## config.mk

```make
export PLATFORM = sky130hd
export DESIGN_NAME = integer_to_ascii_formatter_unit
export DESIGN_NICKNAME = d
export VERILOG_FILES = /design/src/sv/itaf_pkg.sv /design/src/sv/itaf_ctrl.sv /design/src/sv/itaf_dp.sv /design/src/sv/integer_to_ascii_formatter_unit.sv
export SDC_FILE = /design/constraint.sdc
export NUM_CORES = 1
export LEC_CHECK = 0
export ABC_CLOCK_PERIOD_IN_PS = 20100
export BUFFER_PORTS_ARGS = -buffer_cell sky130_fd_sc_hd__clkbuf_2
export CORE_UTILIZATION = 50
export CTS_CLUSTER_DIAMETER = 100
export DETAILED_ROUTE_END_ITERATION = 8
export PLACE_DENSITY = 0.67
export SLEW_MARGIN = 5
export SYNTH_ARGS = -nofsm -noshare
export SYNTH_HDL_FRONTEND = slang
export SYNTH_SLANG_ARGS = --single-unit
```

## constraint.sdc

```tcl
create_clock -name clk -period 20.1 [get_ports clk]
set_input_delay 4.02 -clock clk [delete_from_list [all_inputs] [get_ports clk]]
set_output_delay 4.02 -clock clk [all_outputs]
set_load 0.005 [all_outputs]
```

## src/sv/itaf_pkg.sv

```systemverilog
package itaf_pkg;

    // fixed field widths
    localparam int MAG_W         = 64;
    localparam int WIDTH_W       = 6;
    localparam int CHAR_W        = 8;
    localparam int NUM_DIG       = 20;
    localparam int DIG_W         = NUM_DIG * 4;
    localparam int DCNT_W        = 5;
    localparam int CONV_CNT_W    = 6;
    localparam int MAX_WIDTH_DEF = 63;

    // ascii codes
    localparam logic [CHAR_W-1:0] CH_SPACE = 8'h20;
    localparam logic [CHAR_W-1:0] CH_MINUS = 8'h2D;
    localparam logic [CHAR_W-1:0] CH_ZERO  = 8'h30;
    localparam logic [CHAR_W-1:0] CH_UPPER = 8'h41;
    localparam logic [CHAR_W-1:0] CH_LOWER = 8'h61;

    typedef enum logic [1:0] {
        SEL_SPACE,
        SEL_MINUS,
        SEL_ZERO,
        SEL_DIGIT
    } char_sel_t;

    // controller to datapath
    typedef struct packed {
        logic      load;
        logic      conv_step;
        logic      norm_step;
        logic      pad_load;
        logic      pad_dec;
        logic      dig_step;
        logic      emit;
        char_sel_t sel;
        logic      last;
    } ctrl_cmd_t;

    // datapath to controller
    typedef struct packed {
        logic hex;
        logic neg;
        logic lead_space;
        logic lead_zero;
        logic trail_space;
        logic conv_last;
        logic norm_done;
        logic pad_zero;
        logic pad_one;
        logic dig_one;
        logic out_free;
    } dp_status_t;

    // one hex or decimal digit to its ascii code
    function automatic logic [CHAR_W-1:0] digit_char(input logic [3:0] d, input logic up);
        logic [CHAR_W-1:0] base;
        base = up ? CH_UPPER : CH_LOWER;
        if (d < 4'd10)
            digit_char = CH_ZERO + {4'b0, d};
        else
            digit_char = base + {4'b0, d - 4'd10};
    endfunction

endpackage

```

## src/sv/itaf_ctrl.sv

```systemverilog
module itaf_ctrl (
    input  logic                 clk,
    input  logic                 rst_n,
    input  logic                 in_valid,
    output logic                 in_stall,
    input  itaf_pkg::dp_status_t st,
    output itaf_pkg::ctrl_cmd_t  cmd
);

    typedef enum logic [2:0] {
        S_IDLE,
        S_CONV,
        S_NORM,
        S_PAD,
        S_LEAD,
        S_SIGN,
        S_ZERO,
        S_DIG
    } state_t;

    // trailing spaces are handled by a separate flag kept beside the state register
    typedef enum logic {
        T_OFF,
        T_ON
    } trail_t;

    state_t state_reg, state_next;
    trail_t trail_reg, trail_next;

    assign in_stall = (state_reg != S_IDLE) || (trail_reg == T_ON);

    // next state and commands
    always_comb
    begin
        state_next = state_reg;
        trail_next = trail_reg;
        cmd        = '0;
        cmd.sel    = itaf_pkg::SEL_SPACE;
        if (trail_reg == T_ON)
        begin
            // trailing spaces after the digits
            if (!(st.trail_space && !st.pad_zero))
                trail_next = T_OFF;
            else if (st.out_free)
            begin
                cmd.emit    = 1'b1;
                cmd.sel     = itaf_pkg::SEL_SPACE;
                cmd.last    = st.pad_one;
                cmd.pad_dec = 1'b1;
                if (st.pad_one)
                    trail_next = T_OFF;
            end
        end
        else
        begin
            unique case (state_reg)
                S_IDLE:
                begin
                    if (in_valid)
                    begin
                        cmd.load   = 1'b1;
                        state_next = S_CONV;
                    end
                end
                S_CONV:
                begin
                    if (st.hex)
                        state_next = S_NORM;
                    else
                    begin
                        cmd.conv_step = 1'b1;
                        if (st.conv_last)
                            state_next = S_NORM;
                    end
                end
                S_NORM:
                begin
                    if (st.norm_done)
                        state_next = S_PAD;
                    else
                        cmd.norm_step = 1'b1;
                end
                S_PAD:
                begin
                    cmd.pad_load = 1'b1;
                    state_next   = S_LEAD;
                end
                S_LEAD:
                begin
                    if (!(st.lead_space && !st.pad_zero))
                        state_next = S_SIGN;
                    else if (st.out_free)
                    begin
                        cmd.emit    = 1'b1;
                        cmd.sel     = itaf_pkg::SEL_SPACE;
                        cmd.pad_dec = 1'b1;
                        if (st.pad_one)
                            state_next = S_SIGN;
                    end
                end
                S_SIGN:
                begin
                    if (!st.neg)
                        state_next = S_ZERO;
                    else if (st.out_free)
                    begin
                        cmd.emit   = 1'b1;
                        cmd.sel    = itaf_pkg::SEL_MINUS;
                        state_next = S_ZERO;
                    end
                end
                S_ZERO:
                begin
                    if (!(st.lead_zero && !st.pad_zero))
                        state_next = S_DIG;
                    else if (st.out_free)
                    begin
                        cmd.emit    = 1'b1;
                        cmd.sel     = itaf_pkg::SEL_ZERO;
                        cmd.pad_dec = 1'b1;
                        if (st.pad_one)
                            state_next = S_DIG;
                    end
                end
                S_DIG:
                begin
                    if (st.out_free)
                    begin
                        cmd.emit     = 1'b1;
                        cmd.sel      = itaf_pkg::SEL_DIGIT;
                        cmd.dig_step = 1'b1;
                        cmd.last     = st.dig_one && !(st.trail_space && !st.pad_zero);
                        if (st.dig_one)
                        begin
                            state_next = S_IDLE;
                            trail_next = T_ON;
                        end
                    end
                end
                default:
                begin
                    state_next = S_IDLE;
                end
            endcase
        end
    end

    // state register
    always_ff @(posedge clk or negedge rst_n)
    begin
        if (!rst_n)
        begin
            state_reg <= S_IDLE;
            trail_reg <= T_OFF;
        end
        else
        begin
            state_reg <= state_next;
            trail_reg <= trail_next;
        end
    end

endmodule

```

## src/sv/itaf_dp.sv

```systemverilog
module itaf_dp #(
    parameter int MAX_WIDTH = itaf_pkg::MAX_WIDTH_DEF
) (
    input  logic                                clk,
    input  logic                                rst_n,
    input  logic [itaf_pkg::MAG_W-1:0]          magnitude,
    input  logic                                negative,
    input  logic                                hex_base,
    input  logic                                upper_case,
    input  logic [itaf_pkg::WIDTH_W-1:0]        min_width,
    input  logic                                zero_fill,
    input  logic                                left_align,
    input  logic                                out_stall,
    output logic                                out_valid,
    output logic [itaf_pkg::CHAR_W-1:0]         out_char,
    output logic                                last_char,
    input  itaf_pkg::ctrl_cmd_t                 cmd,
    output itaf_pkg::dp_status_t                st
);

    localparam int PAD_W = $clog2(MAX_WIDTH + 1);
    localparam int CMP_W = 7;

    logic [itaf_pkg::MAG_W-1:0]      mag_reg;
    logic [itaf_pkg::DIG_W-1:0]      dig_reg;
    logic [itaf_pkg::DIG_W-1:0]      dig_adj;
    logic [itaf_pkg::CONV_CNT_W-1:0] conv_cnt_reg;
    logic [itaf_pkg::DCNT_W-1:0]     dig_cnt_reg;
    logic [PAD_W-1:0]                width_reg;
    logic [PAD_W-1:0]                pad_reg;
    logic                            neg_reg;
    logic                            hex_reg;
    logic                            up_reg;
    logic                            zf_reg;
    logic                            left_reg;
    logic [CMP_W-1:0]                w_ext;
    logic [CMP_W-1:0]                t_ext;
    logic [itaf_pkg::CHAR_W-1:0]     char_sel;
    logic                            out_valid_reg;
    logic [itaf_pkg::CHAR_W-1:0]     out_char_reg;
    logic                            last_reg;

    // add-3 correction on every bcd digit before the shift
    always_comb
    begin
        for (int i = 0; i < itaf_pkg::NUM_DIG; i++)
        begin
            if (dig_reg[i*4 +: 4] >= 4'd5)
                dig_adj[i*4 +: 4] = dig_reg[i*4 +: 4] + 4'd3;
            else
                dig_adj[i*4 +: 4] = dig_reg[i*4 +: 4];
        end
    end

    // field width minus text length
    assign w_ext = CMP_W'(width_reg);
    assign t_ext = CMP_W'(dig_cnt_reg) + CMP_W'(neg_reg);

    // character for the word being sent
    always_comb
    begin
        case (cmd.sel)
            itaf_pkg::SEL_SPACE: char_sel = itaf_pkg::CH_SPACE;
            itaf_pkg::SEL_MINUS: char_sel = itaf_pkg::CH_MINUS;
            itaf_pkg::SEL_ZERO:  char_sel = itaf_pkg::CH_ZERO;
            default:
                char_sel = itaf_pkg::digit_char(dig_reg[itaf_pkg::DIG_W-1 -: 4], up_reg);
        endcase
    end

    // payload registers
    always_ff @(posedge clk)
    begin
        if (cmd.load)
        begin
            mag_reg      <= magnitude;
            neg_reg      <= negative;
            hex_reg      <= hex_base;
            up_reg       <= upper_case;
            zf_reg       <= zero_fill;
            left_reg     <= left_align;
            conv_cnt_reg <= '0;
            dig_cnt_reg  <= itaf_pkg::DCNT_W'(itaf_pkg::NUM_DIG);
            if ({1'b0, min_width} > CMP_W'(MAX_WIDTH))
                width_reg <= PAD_W'(MAX_WIDTH);
            else
                width_reg <= PAD_W'(min_width);
            if (hex_base)
                dig_reg <= itaf_pkg::DIG_W'(magnitude);
            else
                dig_reg <= '0;
        end
        else if (cmd.conv_step)
        begin
            dig_reg      <= {dig_adj[itaf_pkg::DIG_W-2:0], mag_reg[itaf_pkg::MAG_W-1]};
            mag_reg      <= {mag_reg[itaf_pkg::MAG_W-2:0], 1'b0};
            conv_cnt_reg <= conv_cnt_reg + 1'b1;
        end
        else if (cmd.norm_step || cmd.dig_step)
        begin
            dig_reg     <= {dig_reg[itaf_pkg::DIG_W-5:0], 4'h0};
            dig_cnt_reg <= dig_cnt_reg - 1'b1;
        end
        if (cmd.pad_load)
        begin
            if (w_ext > t_ext)
                pad_reg <= PAD_W'(w_ext - t_ext);
            else
                pad_reg <= '0;
        end
        else if (cmd.pad_dec)
            pad_reg <= pad_reg - 1'b1;
        if (cmd.emit)
        begin
            out_char_reg <= char_sel;
            last_reg     <= cmd.last;
        end
    end

    // output word valid
    always_ff @(posedge clk or negedge rst_n)
    begin
        if (!rst_n)
            out_valid_reg <= 1'b0;
        else if (cmd.emit)
            out_valid_reg <= 1'b1;
        else if (!out_stall)
            out_valid_reg <= 1'b0;
    end

    assign out_valid = out_valid_reg;
    assign out_char  = out_char_reg;
    assign last_char = last_reg;

    // status back to the controller
    assign st.hex         = hex_reg;
    assign st.neg         = neg_reg;
    assign st.lead_space  = !left_reg && !zf_reg;
    assign st.lead_zero   = !left_reg && zf_reg;
    assign st.trail_space = left_reg;
    assign st.conv_last   = (conv_cnt_reg == {itaf_pkg::CONV_CNT_W{1'b1}});
    assign st.norm_done   = (dig_reg[itaf_pkg::DIG_W-1 -: 4] != 4'h0) ||
                            (dig_cnt_reg == itaf_pkg::DCNT_W'(1));
    assign st.pad_zero    = (pad_reg == '0);
    assign st.pad_one     = (pad_reg == PAD_W'(1));
    assign st.dig_one     = (dig_cnt_reg == itaf_pkg::DCNT_W'(1));
    assign st.out_free    = !out_valid_reg || !out_stall;

endmodule

```

## src/sv/integer_to_ascii_formatter_unit.sv

```systemverilog
// printf-style integer field formatter, decimal or hex
// input channel: in_valid / in_stall carry one word of magnitude, sign and
//   format controls; a word is taken when in_valid is high and in_stall low
// output channel: out_valid / out_stall carry one ascii character per word,
//   last_char marks the final character of the field
// one field at a time: in_stall stays high from the cycle after the accepted
//   word until the controller is back in idle with the trailing flag clear
// decimal: the word is accepted, a shift-add-3 conversion runs over every
//   magnitude bit, leading zero digits are stripped keeping at least one,
//   the pad is sized, then one character per cycle while the output is not
//   stalled; the sign and padding steps are passed even with nothing to send
// hex: digits load directly, no conversion steps, the rest runs the same way
// with no stall the run time of a field depends on the padding, not on the
//   digit count
// a stall on the output holds the current character and pauses the emitting
//   states until the output is free; nothing is dropped
// reset clears the controller and the output valid; the block holds no state
//   between fields
module integer_to_ascii_formatter_unit #(
    parameter int MAX_WIDTH = itaf_pkg::MAX_WIDTH_DEF
) (
    input  logic                          clk,
    input  logic                          rst_n,
    input  logic                          in_valid,
    output logic                          in_stall,
    input  logic [itaf_pkg::MAG_W-1:0]    magnitude,
    input  logic                          negative,
    input  logic                          hex_base,
    input  logic                          upper_case,
    input  logic [itaf_pkg::WIDTH_W-1:0]  min_width,
    input  logic                          zero_fill,
    input  logic                          left_align,
    output logic                          out_valid,
    input  logic                          out_stall,
    output logic [itaf_pkg::CHAR_W-1:0]   out_char,
    output logic                          last_char
);

    itaf_pkg::ctrl_cmd_t  cmd;
    itaf_pkg::dp_status_t st;

    // sequencer
    itaf_ctrl u_ctrl (
        .clk      (clk),
        .rst_n    (rst_n),
        .in_valid (in_valid),
        .in_stall (in_stall),
        .st       (st),
        .cmd      (cmd)
    );

    // conversion, padding and output register
    itaf_dp #(
        .MAX_WIDTH (MAX_WIDTH)
    ) u_dp (
        .clk        (clk),
        .rst_n      (rst_n),
        .magnitude  (magnitude),
        .negative   (negative),
        .hex_base   (hex_base),
        .upper_case (upper_case),
        .min_width  (min_width),
        .zero_fill  (zero_fill),
        .left_align (left_align),
        .out_stall  (out_stall),
        .out_valid  (out_valid),
        .out_char   (out_char),
        .last_char  (last_char),
        .cmd        (cmd),
        .st         (st)
    );

endmodule
```

Yosys cells after proc, flatten, opt, wreduce, memory -nomap -nowiden:

Index checks and enable logic that the tools add are counted.

* flip-flop bits (word level): 186
* output and inout bits: 11
* word-level logic and storage cells: 201

* bitwise logic cells: 2
* reduce and logical (&&, ||, !) cells: 26
* equal/unequal tests: 23
* muxes and demuxes: 84
* magnitude comparators: 22
* add/sub/neg operators: 28

Operator list (count)
* 2-to-1 mux 80 bit: 3
* 2-to-1 mux 64 bit: 3
* 2-to-1 mux 4 bit: 23
* greater-or-equal comparator 4 x 3 -> 1 bit, second input constant: 20
* adder 4 x 2 -> 4 bit, second input constant: 19
* 2-to-1 mux 3 bit: 21
* 2-to-1 mux 1 bit: 24
* 2-to-1 mux 6 bit: 4
* one-hot mux 3 bit (8 select lines): 1
* one-hot mux 8 bit (3 select lines): 1
* == test 3 bit, second input constant: 4
* one-hot mux 3 bit (4 select lines): 1
* AND reduction 11 bit: 1
* inequality test 3 x 2 -> 1 bit, second input constant: 3
* inequality test 3 bit, second input constant: 3
* adder 8 x 4 -> 8 bit: 1
* 2-to-1 mux 8 bit: 1
* adder 6 x 4 -> 7 bit, first input constant: 1
* greater-than comparator 6 x 7 -> 1 bit: 1
* adder 5 x 1 -> 6 bit: 1
* adder 6 x 1 -> 6 bit, second input constant: 1
* == test 3 x 2 -> 1 bit, second input constant: 2
* == test 6 x 1 -> 1 bit, second input constant: 1
* == test 6 bit, second input constant: 1
* other kinds (25): 44

Depth between registers and ports, before layout:

* depth in word-level cells: 12
* gate-level depth with buffers: 10

By module:

Synthesis repeated with hierarchy kept, for this count alone.

* cell total of the unflattened synthesis: 1039
* area total of the unflattened synthesis: 11068.1 um^2

Modules (own cells, without submodules)
* itaf_dp: times used 1, cells each 981, seq. area each 5320.1 um^2, area an instance 10602.7 um^2
* itaf_ctrl: times used 1, cells each 58, seq. area each 100.1 um^2, area an instance 465.4 um^2

Worst setup path before layout:

OpenSTA, ideal clock, no wires.

* path type: input to register
* start: input out_stall
* end: register u_dp.dig_reg[0] in the netlist's numbering, enable pin
* arrival time: 9909 ps
* cell stages on the path: 3
* setup time: 629 ps
* buffers on the path: 0
* path slack: 9562 ps
* cells stage by stage: nand2_1 a32oi_2 o21ai_0

* longest elaborated chain between the ends: 7

Ends and longest elaborated chain
* from (decl): RTL line integer_to_ascii_formatter_unit.sv:34 `input logic out_stall,`
* logical NOT 1 bit
* logical OR 1 bit: RTL line itaf_dp.sv:147 `assign st.out_free = !out_valid_reg || !out_stall;`
* 2-to-1 mux 5 bit: RTL line itaf_ctrl.sv:127 `if (st.out_free)`
* 2-to-1 mux 1 bit: RTL line itaf_ctrl.sv:56 `unique case (state_reg)`
* 2-to-1 mux 1 bit: RTL line itaf_ctrl.sv:39 `if (trail_reg == T_ON)`
* logical OR 1 bit: RTL line itaf_dp.sv:99 `else if (cmd.norm_step || cmd.dig_step)`
* nonzero test 3 bit (no source line)
* to (signal assigned): RTL line itaf_dp.sv:89 `dig_reg <= itaf_pkg::DIG_W'(magnitude);`
* to (signal assigned): RTL line itaf_dp.sv:95 `dig_reg <= {dig_adj[itaf_pkg::DIG_W-2:0], mag_reg[itaf_pkg::MAG_W-1]};`
* to (signal assigned): RTL line itaf_dp.sv:101 `dig_reg <= {dig_reg[itaf_pkg::DIG_W-5:0], 4'h0};`
* to (decl): RTL line itaf_dp.sv:25 `logic [itaf_pkg::DIG_W-1:0] dig_reg;`

No other way between the ends.
A chain may end at the register's enable or synchronous reset.

Final worst setup path:

* start: input in_valid
* end: register u_dp.dig_reg[70] in the netlist's numbering, enable pin

* longest elaborated chain between the ends: 4

Ends and longest elaborated chain
* from (decl): RTL line integer_to_ascii_formatter_unit.sv:24 `input logic in_valid,`
* 2-to-1 mux 1 bit: RTL line itaf_ctrl.sv:59 `if (in_valid)`
* 2-to-1 mux 1 bit: RTL line itaf_ctrl.sv:56
* 2-to-1 mux 4 bit: RTL line itaf_ctrl.sv:39
* nonzero test 3 bit (no source line)

No other way between the ends.

==> run metrics <==
DR WL/cell 16.4 um; Hold Path Class flip-flop to flip-flop; vias in the first global route 7,939; Multi-input gate area 0.00491 sq mm; Startpoint Class input pin; via count 8,212; Critical Path RT 20.13 ns; antenna-violating nets left 0; top-count cell post-synth nand2_1; CP arrival 6.80 ns; MaxCap Viol Count 0; CP Capture Type flip-flop; Clock Sinks 185; max-slew violation count 0; post-synthesis net count 1,245; pre-CTS setup slack 12.86 ns; htree depth 4; # rows 53; Die Ht 149 um; DP Area 0.0114 sq mm; Final Cell Area 0.0120 sq mm; number of flops mapped to enable cells by yosys 169; Skew-Pair Late Insertion Delay 0.44 ns; Synth top area share 0.473; Clock Skew 0.0107 ns; CTS tree done; register area share after synthesis 0.505; synthesis-to-layout area growth 11.3%; io pins 90; ranking of synthesized cells by area edfxtp_1 47%, nand2_1 8.2%, ha_1 7.2%, a21oi_1 4.6%, o21ai_0 3.6%; dominant synthesized flop cell edfxtp_1; Port Buffers 88; M2 GR Usage 0.377; status completed; CTS Buf Count 17; Mapped Area 0.0107 sq mm; # fillers 1,861; post-layout worst setup margin 13.33 ns; Mean Syn Cell Area 9.73 sq um; initial antenna violation count 0; Yosys top cell by area edfxtp_1; final hold violation count 0; final worst path period need 6.77 ns; Synth Instances 1,103; largest net degree at the start of global routing 86; Max Freq 0.148 GHz; grt peak-use layer met2; setup violators final 0; Slew headroom 0.238; power per cell area 163 mW/mm^2; Hold-fix buffers, CTS 0; Yosys reg bits 185; FF+latch area 0.00542 sq mm; DRC violations left 0; Vias/cell 5.64; clk slew on worst S/H paths 0.07 ns; GRT Util Overall 0.228; global routing usage on met3 0.0402; die width 149 um; Post-CTS Setup Repair Bufs 0; crit path kind input pin to flip-flop; Final #Nets 1,311; gpl congestion 0.797; total power 1.95 mW; setup TNS 0 ns; maximum clock path buffer count 2; RSZ-0062 raised after global routing no; total routed wirelength 23.8 mm; first-pass GRT wire length 39.7 mm; die area 0.0221 sq mm; hold path cells 2; post-cts sizing count 0; Syn. warnings 0; Initial Util 0.511; dpl hpwl 15.5 mm; Root Buffer clkbuf_16; max reg flops 80; Core Region 0.0210 sq mm; grt ovf 0; R2R cell count 8; drt first pass iters 7; n_diodes 0; Max VDD drop 79.0 uV; hold slack 0.479 ns; M1 GR Usage 0.308; synth cell count leaders 235 x nand2_1, 169 x edfxtp_1, 98 x a21oi_1; layout cell share with drive strength beyond 1 0.123; FFs w/ async S/R, synth 0.0270; Yosys cell types 61; crit-path max FO 84; fin crit share 0.337; Worst Tran Pin Value 1.13 ns; Lkg Pwr 4.84 nW; initial DRC count 505
## kinds of logic after synthesis
family	synth area share
buffers and inverters	0.0408
and+or+nand+nor	0.172
AOI/OAI and AO/OA	0.166
xor gates and xnor gates	0.0318
other	0.000349
adders and majority gates	0.0741
muxes	0.0105
DFF	0.505
## stage by stage
step,utilization,std cells
2_1_floorplan,-,1103
3_3_place_gp,0.542,1425
3_5_place_dp,0.542,1425
6_report,0.568,1457
4_1_cts,0.568,1457
5_1_grt,0.568,1457
## cells in the final DEF, fill, tap and decap left out, types with 16 or more instances in the layout
master	count
a22oi_1	41
xnor2_1	30
clkbuf_2	88
ha_1	62
a211oi_1	16
nand3_1	16
edfxtp_1	169
nor3b_1	23
nor2_1	61
nand2b_1	26
inv_1	58
a21oi_1	98
clkbuf_16	17
o21ai_0	77
nand2_1	235
## area by class of cell
class                   instances  share of cell area
well taps                     275              0.0288
multi-input cells             809               0.411
clock inverters                14             0.00995
flip-flops and latches        185               0.454
clock buffers                  18              0.0359
inverters                      60              0.0191
repair buffers                 96              0.0419
## critical path: stages
cell	delay [ns]
clkbuf_2	0.11
nand3_4	0.05
buf_4	0.64
inv_4	0.33
nor2_4	0.48
buf_4	0.47
o21ai_4	0.09
buf_4	0.45
## path summary, 6_finish.rpt
path                                                         from                                end  slack, ns
worst max-delay path                                     in_valid     u_dp.dig_reg[70]$_SDFFCE_PP0P_      13.33
worst max register to register    u_ctrl.state_reg[2]$_DFFE_PN0P_     u_dp.dig_reg[70]$_SDFFCE_PP0P_      16.01
worst min-delay path            u_dp.conv_cnt_reg[1]$_SDFFE_PP0P_  u_dp.conv_cnt_reg[1]$_SDFFE_PP0P_       0.48
max in group asynchronous                                   rst_n         u_ctrl.trail_reg$_DFF_PN0_      16.57
worst min register to register  u_dp.conv_cnt_reg[1]$_SDFFE_PP0P_  u_dp.conv_cnt_reg[1]$_SDFFE_PP0P_       0.48
min in group asynchronous                                   rst_n    u_ctrl.state_reg[0]$_DFFE_PN0P_       3.39
## power by group
group	internal (mW)	switching (mW)	total, mW
logic	0.336	0.472	0.808
clock network	0.162	0.159	0.321
registers	0.671	0.149	0.820
## per-layer routing
metal | part of all wire | wire length [um]
met5 | 0 | 0
met2 | 0.48 | 11500
met3 | 0.042 | 993
met1 | 0.46 | 11000
met4 | 0.014 | 323
Note: power is estimated with default switching activity, not from simulation.
